`config.mk`:
```
export PLATFORM = sky130hd
export DESIGN_NAME = rmst_ctrl
export DESIGN_NICKNAME = d
export VERILOG_FILES = /design/src/hw/rtl/rmst_pkg.sv /design/src/hw/rtl/rmst_ctrl.sv
export SDC_FILE = /design/constraint.sdc
export NUM_CORES = 1
export LEC_CHECK = 0
export BUFFER_PORTS_ARGS = -buffer_cell sky130_fd_sc_hd__buf_2
export CAP_MARGIN = 15
export CORE_MARGIN = 1.5
export CORE_UTILIZATION = 50
export CTS_BUF_LIST = sky130_fd_sc_hd__clkbuf_8
export DETAILED_ROUTE_END_ITERATION = 8
export GPL_TIMING_DRIVEN = 0
export PLACE_DENSITY = 0.73
export SLEW_MARGIN = 10
export SYNTH_ARGS = -nofsm -noshare
export SYNTH_HDL_FRONTEND = slang
export SYNTH_SLANG_ARGS = --single-unit
```
`constraint.sdc`:
```
create_clock -name i_clk -period 6.8 [get_ports i_clk]
set_clock_uncertainty 0.05 [all_clocks]
set_input_delay 1.36 -clock i_clk [delete_from_list [all_inputs] [get_ports i_clk]]
set_output_delay 1.36 -clock i_clk [all_outputs]
set_load 0.02 [all_outputs]
```
`src/hw/rtl/rmst_pkg.sv`:
```
// Package: shared widths, codes and structs of the range min/max spread tree.
package rmst_pkg;

    // Field widths on the channels
    localparam int KIND_W   = 1;
    localparam int INDEX_W  = 10;
    localparam int PRICE_W  = 17;
    localparam int SPREAD_W = 17;
    localparam int CFG_W    = 11;

    // Defaults for the top-level parameters
    localparam int MAX_ENTRIES_DEF = 1024;
    localparam int VALUE_BITS_DEF  = 17;

    // Reset value of the entries-in-use register
    localparam logic [CFG_W-1:0] ENTRIES_RESET = CFG_W'(1024);

    // Request kinds
    localparam logic [KIND_W-1:0] KIND_SET   = 1'b0;
    localparam logic [KIND_W-1:0] KIND_QUERY = 1'b1;

    // One request as seen by the sequencer
    typedef struct packed {
        logic [KIND_W-1:0]  kind;
        logic [INDEX_W-1:0] first_index;
        logic [INDEX_W-1:0] last_index;
        logic [PRICE_W-1:0] price;
    } t_cmd;

    // One query result
    typedef struct packed {
        logic [SPREAD_W-1:0] spread;
        logic                range_error;
    } t_result;

endpackage

```
`src/hw/rtl/rmst_ctrl.sv`:
```
// Sequencer: leaf-to-root repair for sets, bottom-up range walk for queries.
module rmst_ctrl #(
    parameter int MAX_ENTRIES = rmst_pkg::MAX_ENTRIES_DEF,
    parameter int VALUE_BITS  = rmst_pkg::VALUE_BITS_DEF,
    parameter int AW          = 11
) (
    input  logic                     i_clk,
    input  logic                     i_rst_n,
    // request side
    input  logic                     i_req_valid,
    output logic                     o_req_ready,
    input  rmst_pkg::t_cmd           i_cmd,
    input  logic [rmst_pkg::CFG_W-1:0] i_entries,
    // node memory
    output logic                     o_we,
    output logic [AW-1:0]            o_waddr,
    output logic [2*VALUE_BITS-1:0]  o_wdata,
    output logic [AW-1:0]            o_raddr_a,
    output logic [AW-1:0]            o_raddr_b,
    input  logic [2*VALUE_BITS-1:0]  i_rdata_a,
    input  logic [2*VALUE_BITS-1:0]  i_rdata_b,
    // result side
    output logic                     o_res_valid,
    input  logic                     i_res_ready,
    output rmst_pkg::t_result        o_res
);
    import rmst_pkg::*;

    localparam int VB     = VALUE_BITS;
    localparam int LEAF_B = AW - 1;
    localparam int LEAVES = 2**LEAF_B;
    localparam int HW     = AW + 1;
    localparam int WW     = AW + INDEX_W + 2;
    localparam int PW     = (PRICE_W > VB) ? PRICE_W : VB;
    localparam int SW     = (SPREAD_W > VB) ? SPREAD_W : VB;

    localparam logic [2:0] ST_IDLE = 3'd0;
    localparam logic [2:0] ST_UP   = 3'd1;
    localparam logic [2:0] ST_QRY  = 3'd2;
    localparam logic [2:0] ST_FIN  = 3'd3;

    logic [2:0]    r_state, n_state;
    logic [AW-1:0] r_node, n_node;
    logic [VB-1:0] r_cur_min, n_cur_min;
    logic [VB-1:0] r_cur_max, n_cur_max;
    logic [HW-1:0] r_lo, n_lo;
    logic [HW-1:0] r_hi, n_hi;
    logic          r_take_a, n_take_a;
    logic          r_take_b, n_take_b;
    logic [VB-1:0] r_mn, n_mn;
    logic [VB-1:0] r_mx, n_mx;
    logic          r_err, n_err;

    logic          accept;
    logic [WW-1:0] first_leaf;
    logic [WW-1:0] hi_start;
    logic [AW-1:0] leaf_addr;
    logic          set_ok;
    logic          qry_err;
    logic [PW-1:0] price_x;
    logic [VB-1:0] value;
    logic [AW-1:0] parent;
    logic [VB-1:0] up_min, up_max;
    logic [VB-1:0] a_min, a_max, b_min, b_max;
    logic [VB-1:0] fold_mn1, fold_mx1, fold_mn, fold_mx;
    logic [HW-1:0] hi_dec;
    logic [VB-1:0] diff;
    logic [SW-1:0] spread_x;

    // Request decode
    assign accept     = i_req_valid && o_req_ready;
    assign first_leaf = WW'(LEAVES) + WW'(i_cmd.first_index);
    assign hi_start   = WW'(LEAVES) + WW'(i_cmd.last_index) + WW'(1);
    assign leaf_addr  = first_leaf[AW-1:0];
    assign set_ok     = WW'(i_cmd.first_index) < WW'(MAX_ENTRIES);
    assign qry_err    = (i_cmd.first_index > i_cmd.last_index)
                     || (WW'(i_cmd.last_index) >= WW'(i_entries))
                     || (WW'(i_cmd.last_index) >= WW'(MAX_ENTRIES));
    assign price_x    = PW'(i_cmd.price);
    assign value      = price_x[VB-1:0];

    // Repair step: parent of the current node from it and its sibling
    assign parent = r_node >> 1;
    assign a_min  = i_rdata_a[2*VB-1:VB];
    assign a_max  = i_rdata_a[VB-1:0];
    assign b_min  = i_rdata_b[2*VB-1:VB];
    assign b_max  = i_rdata_b[VB-1:0];
    assign up_min = (a_min < r_cur_min) ? a_min : r_cur_min;
    assign up_max = (a_max > r_cur_max) ? a_max : r_cur_max;

    // Query fold of the nodes read last cycle
    assign fold_mn1 = (r_take_a && a_min < r_mn) ? a_min : r_mn;
    assign fold_mx1 = (r_take_a && a_max > r_mx) ? a_max : r_mx;
    assign fold_mn  = (r_take_b && b_min < fold_mn1) ? b_min : fold_mn1;
    assign fold_mx  = (r_take_b && b_max > fold_mx1) ? b_max : fold_mx1;
    assign hi_dec   = r_hi - HW'(1);

    // Final spread
    assign diff     = (r_err || r_mx < r_mn) ? '0 : (r_mx - r_mn);
    assign spread_x = SW'(diff);

    assign o_req_ready       = (r_state == ST_IDLE);
    assign o_res_valid       = (r_state == ST_FIN);
    assign o_res.spread      = spread_x[SPREAD_W-1:0];
    assign o_res.range_error = r_err;

    // Next state and memory control
    always_comb begin
        n_state   = r_state;
        n_node    = r_node;
        n_cur_min = r_cur_min;
        n_cur_max = r_cur_max;
        n_lo      = r_lo;
        n_hi      = r_hi;
        n_take_a  = 1'b0;
        n_take_b  = 1'b0;
        n_mn      = r_mn;
        n_mx      = r_mx;
        n_err     = r_err;
        o_we      = 1'b0;
        o_waddr   = leaf_addr;
        o_wdata   = {value, value};
        o_raddr_a = leaf_addr ^ AW'(1);
        o_raddr_b = leaf_addr;
        case (r_state)
            ST_IDLE: begin
                if (accept && i_cmd.kind == KIND_SET) begin
                    if (set_ok) begin
                        o_we      = 1'b1;
                        n_node    = leaf_addr;
                        n_cur_min = value;
                        n_cur_max = value;
                        n_state   = ST_UP;
                    end
                end else if (accept) begin
                    n_err = qry_err;
                    n_lo  = first_leaf[HW-1:0];
                    n_hi  = hi_start[HW-1:0];
                    n_mn  = '1;
                    n_mx  = '0;
                    n_state = qry_err ? ST_FIN : ST_QRY;
                end
            end
            ST_UP: begin
                o_we      = 1'b1;
                o_waddr   = parent;
                o_wdata   = {up_min, up_max};
                o_raddr_a = parent ^ AW'(1);
                n_cur_min = up_min;
                n_cur_max = up_max;
                n_node    = parent;
                if (parent == AW'(1)) begin
                    n_state = ST_IDLE;
                end
            end
            ST_QRY: begin
                n_mn      = fold_mn;
                n_mx      = fold_mx;
                o_raddr_a = r_lo[AW-1:0];
                o_raddr_b = hi_dec[AW-1:0];
                if (r_lo < r_hi) begin
                    n_take_a = r_lo[0];
                    n_take_b = r_hi[0];
                    n_lo     = (r_lo + HW'(r_lo[0])) >> 1;
                    n_hi     = r_hi >> 1;
                end else begin
                    n_state = ST_FIN;
                end
            end
            ST_FIN: begin
                if (i_res_ready) begin
                    n_state = ST_IDLE;
                end
            end
            default: begin
                n_state = ST_IDLE;
            end
        endcase
    end

    // Control registers
    always_ff @(posedge i_clk) begin
        if (!i_rst_n) begin
            r_state  <= ST_IDLE;
            r_take_a <= 1'b0;
            r_take_b <= 1'b0;
        end else begin
            r_state  <= n_state;
            r_take_a <= n_take_a;
            r_take_b <= n_take_b;
        end
    end

    // Datapath registers
    always_ff @(posedge i_clk) begin
        r_node    <= n_node;
        r_cur_min <= n_cur_min;
        r_cur_max <= n_cur_max;
        r_lo      <= n_lo;
        r_hi      <= n_hi;
        r_mn      <= n_mn;
        r_mx      <= n_mx;
        r_err     <= n_err;
    end

endmodule

```
==> flow_metrics.env <==
export IMPL_wl_met2_um=14200
export IMPL_slowest_stage="a2111oi_0"
export IMPL_endpoint_kind="flip-flop"
export IMPL_synth_most_common_cell="ha_1"
export IMPL_cts_tree="yes"
export IMPL_worstPathArrival_ns=6.11
export IMPL_rows=52
export IMPL_dr_wl_met3_um=2690
export IMPL_sequentialPowerShare=0.290
export IMPL_cts_hold_buf=0
export IMPL_fin_setup_tns_ns=0
export IMPL_post_route_period_util=0.868
export IMPL_drt_iter0_drc=843
export IMPL_start_util=0.508
export IMPL_ys_warn_count=0
export IMPL_cpPeakStageDelay_ns=0.53
export IMPL_syn_inst=1123
export IMPL_internal_power_mw=1.99
export IMPL_rsz0062_at_grt="no"
export IMPL_top_layer_used="met4"
export IMPL_antenna_found_initial=1
export IMPL_root_buffer="clkbuf_8"
export IMPL_layout_cells_non_filler=1621
export IMPL_synth_edf_count=102
export IMPL_numPortBuffers=208
export IMPL_fill_cells=1805
export IMPL_r2r_end="r_mx[12]"
export IMPL_ys_types=67
export IMPL_grt_max_degree=19
export IMPL_setup_violations_final=0
export IMPL_crit_fanout=10
export IMPL_drive_above_1_share=0.206
export IMPL_synthArstFlopShare=0
export IMPL_ff2ff_path_depth=20
export IMPL_fin_hold_ws_ns=0.484
export IMPL_cts_buffers_inserted=9
export IMPL_min_path_cells=2
export IMPL_grt_first_pass_wirelength_um=49000
export IMPL_netlist_area_um2=10200
export IMPL_die_w_um=146
export IMPL_ys_flop_type="edfxtp_1"
export IMPL_dieArea_um2=21300
export IMPL_regArea_um2=3140
export IMPL_syn_area_per_cell_um2=9.10
export IMPL_track_usage=0.295
export IMPL_first_pass_iters=6
export IMPL_path_depth=20
export IMPL_crit_path_start_kind="primary input"
export IMPL_max_cap_viol_count=0
export IMPL_synth_area_leader_cell="edfxtp_1"
export IMPL_multi_input_area_um2=6450
export IMPL_crit_buf_inv=4
export IMPL_total_power_mw=3.90
export IMPL_syn_to_final_growth_pct=16.5
export IMPL_antenna_cells=0
export IMPL_place_area_um2=11700
export IMPL_critPathRequiredTime_ns=7.00
export IMPL_combPwrFrac=0.603
export IMPL_cellLeakagePower_nw=5.59
export IMPL_rrSetupSlack_ns=1.39
export IMPL_swShare=0.489
export IMPL_cts_repair_resized=0
export IMPL_p_switching_mw=1.91
export IMPL_wire_per_inst_um=19.3
export IMPL_dpl_cell_count=1605
export IMPL_synth_seq_cells=106
export IMPL_timing_rr_start="r_mx[1]"
export IMPL_gp_congestion=0.912
export IMPL_min_path_type="flip-flop to flip-flop"
export IMPL_clockBufferDepth=2
export IMPL_path_clk_slew_ns=0.11
export IMPL_p_clk_frac=0.107
export IMPL_holdPathEnd="r_state[1]"
export IMPL_hold_start="r_state[1]"
export IMPL_drt_vias_per_instance=5.90
export IMPL_fin_nets=1621
export IMPL_hold_violations=0
export IMPL_tightest_slew_ns=0.847
export IMPL_dpl_hpwl_um=25900
export IMPL_clock_sinks=106
export IMPL_path_delay_family="compound AO/OA/AOI/OAI gates"
export IMPL_drt_total_wl_um=31300
export IMPL_ios=209
export IMPL_post_cts_buffers=0
export IMPL_fmax_ghz=0.169
export IMPL_wl_met1_um=13800
export IMPL_fin_crit_ns=5.91
export IMPL_syn_nets=1398
export IMPL_drc=0
export IMPL_clk_latency_ns=0.41
export IMPL_crit_top_cell="a21oi_1"
export IMPL_core_um2=20100
export IMPL_drv_slew=0
export IMPL_route_vias_total=9567
export IMPL_crit_chain="buf_2 > ha_1 > and4_1 > nand2_1 > a21oi_1 > a211oi_1 > a211oi_1 > o31ai_1 > buf_2 > buf_2 > mux2i_1 > ha_1 > a21oi_1 > o21ai_1 > a2111oi_0 > a21oi_1 > o221ai_1 > clkbuf_1 > o21ai_0 > a21oi_1"
export IMPL_max_slew_margin=0.433
export IMPL_ant_nets=0
export IMPL_die_y_um=146
export IMPL_vdd_drop_max_v=0.000313
export IMPL_synth_top_area_frac=0.300
export IMPL_criticalPathCategory="primary input to flip-flop"
export IMPL_design_area_um2=11900
export IMPL_synth_common_cells="ha_1 (153), inv_1 (115), edfxtp_1 (102), a21oi_1 (88), nand2_1 (81)"
export IMPL_overflow=0
export IMPL_grt_pass1_vias=9100
export IMPL_power_density_nw_per_um2=328
export IMPL_h_tree_depth=3
export IMPL_synth_area_top_cells="edfxtp_1 (30%), ha_1 (19%), a21oi_1 (4.3%)"
export IMPL_status="completed"
export IMPL_ys_seq_area_frac=0.308
flip-flops by register name, indices dropped and copies added, names as in the netlist:
signal / flops
r_cur_max: 17
r_node: 10
r_mn: 17
r_take_a: 1
r_lo: 11
r_err: 1
r_mx: 17
r_hi: 12
r_cur_min: 17
r_take_b: 1
r_state: 2
routing by layer:
metal  global-route usage  vias up
met1                0.414     4490
met4               0.0760        0
met3               0.0464       41
met5                    0        -
met2                0.475      437
li1                     -     4599
how the worst max path moves through the flow:
stage	to	from	slack [ns]
2_1_floorplan	r_mn[10]	i_rdata_a[29]	1.59
3_3_place_gp	r_mx[12]	i_rdata_a[1]	0.68
3_5_place_dp	r_mx[4]	i_rdata_a[1]	0.57
4_1_cts	r_mx[12]	i_rdata_a[1]	1.01
5_1_grt	r_mx[12]	i_rdata_a[1]	0.56
6_report	r_mx[12]	i_rdata_a[6]	0.89
worst min-delay path, stage by stage (launching register included):
cell and delay, ns:
dfxtp_1 0.34, inv_1 0.10, a21oi_1 0.07
per-stage QoR:
| step | setup WS (ns) | util |
|---|---|---|
| after floorplan | 1.59 | - |
| after global placement | 0.684 | 0.577 |
| after detailed placement | 0.570 | 0.582 |
| after CTS | 1.01 | 0.592 |
| after global routing | 0.560 | 0.592 |
| final | 0.895 | 0.592 |
final cells by class:
cell class	instances	area share
multi-input combinational	856	0.542
sequential	106	0.264
timing repair buffer	212	0.0957
inverter	119	0.0375
tap	270	0.0284
buffer	42	0.0157
clock buffer	9	0.0104
clock inverter	7	0.00568
cells by family (layout without fill, tap and decap cells):
family / count (synthesis) / in the layout / synth area share
flip-flops: 106 / 106 / 0.308
AND/OR/NAND/NOR: 320 / 320 / 0.155
AO/OA/AOI/OAI: 302 / 302 / 0.205
multiplexers: 44 / 44 / 0.0500
buffers and inverters: 161 / 389 / 0.0620
XOR/XNOR: 36 / 36 / 0.0309
adder cells (fa/ha/maj): 154 / 154 / 0.189
power by group through the flow:
stage / clock (mW) / sequential, mW / combinational (mW)
floorplan: 0 / 1.09 / 1.56
global placement: 0 / 1.15 / 2.21
detailed placement: 0 / 1.14 / 2.32
CTS: 0.418 / 1.12 / 2.33
global route: 0.439 / 1.15 / 2.57
finish: 0.417 / 1.13 / 2.35
cells in the final DEF, fill, tap and decap left out, drive strengths merged, types with 20 or more instances in the layout:
| cell type | instances |
|---|---|
| edfxtp | 102 |
| clkbuf | 42 |
| mux2 | 26 |
| a21oi | 89 |
| nor2b | 30 |
| buf | 221 |
| xnor2 | 26 |
| ha | 153 |
| a21o | 31 |
| and3 | 23 |
| inv | 122 |
| nand2 | 81 |
| nor2 | 79 |
| nand3 | 22 |
| nand2b | 24 |
| nand4 | 20 |
| o21ai | 62 |
(Power assumes the default switching activity.)
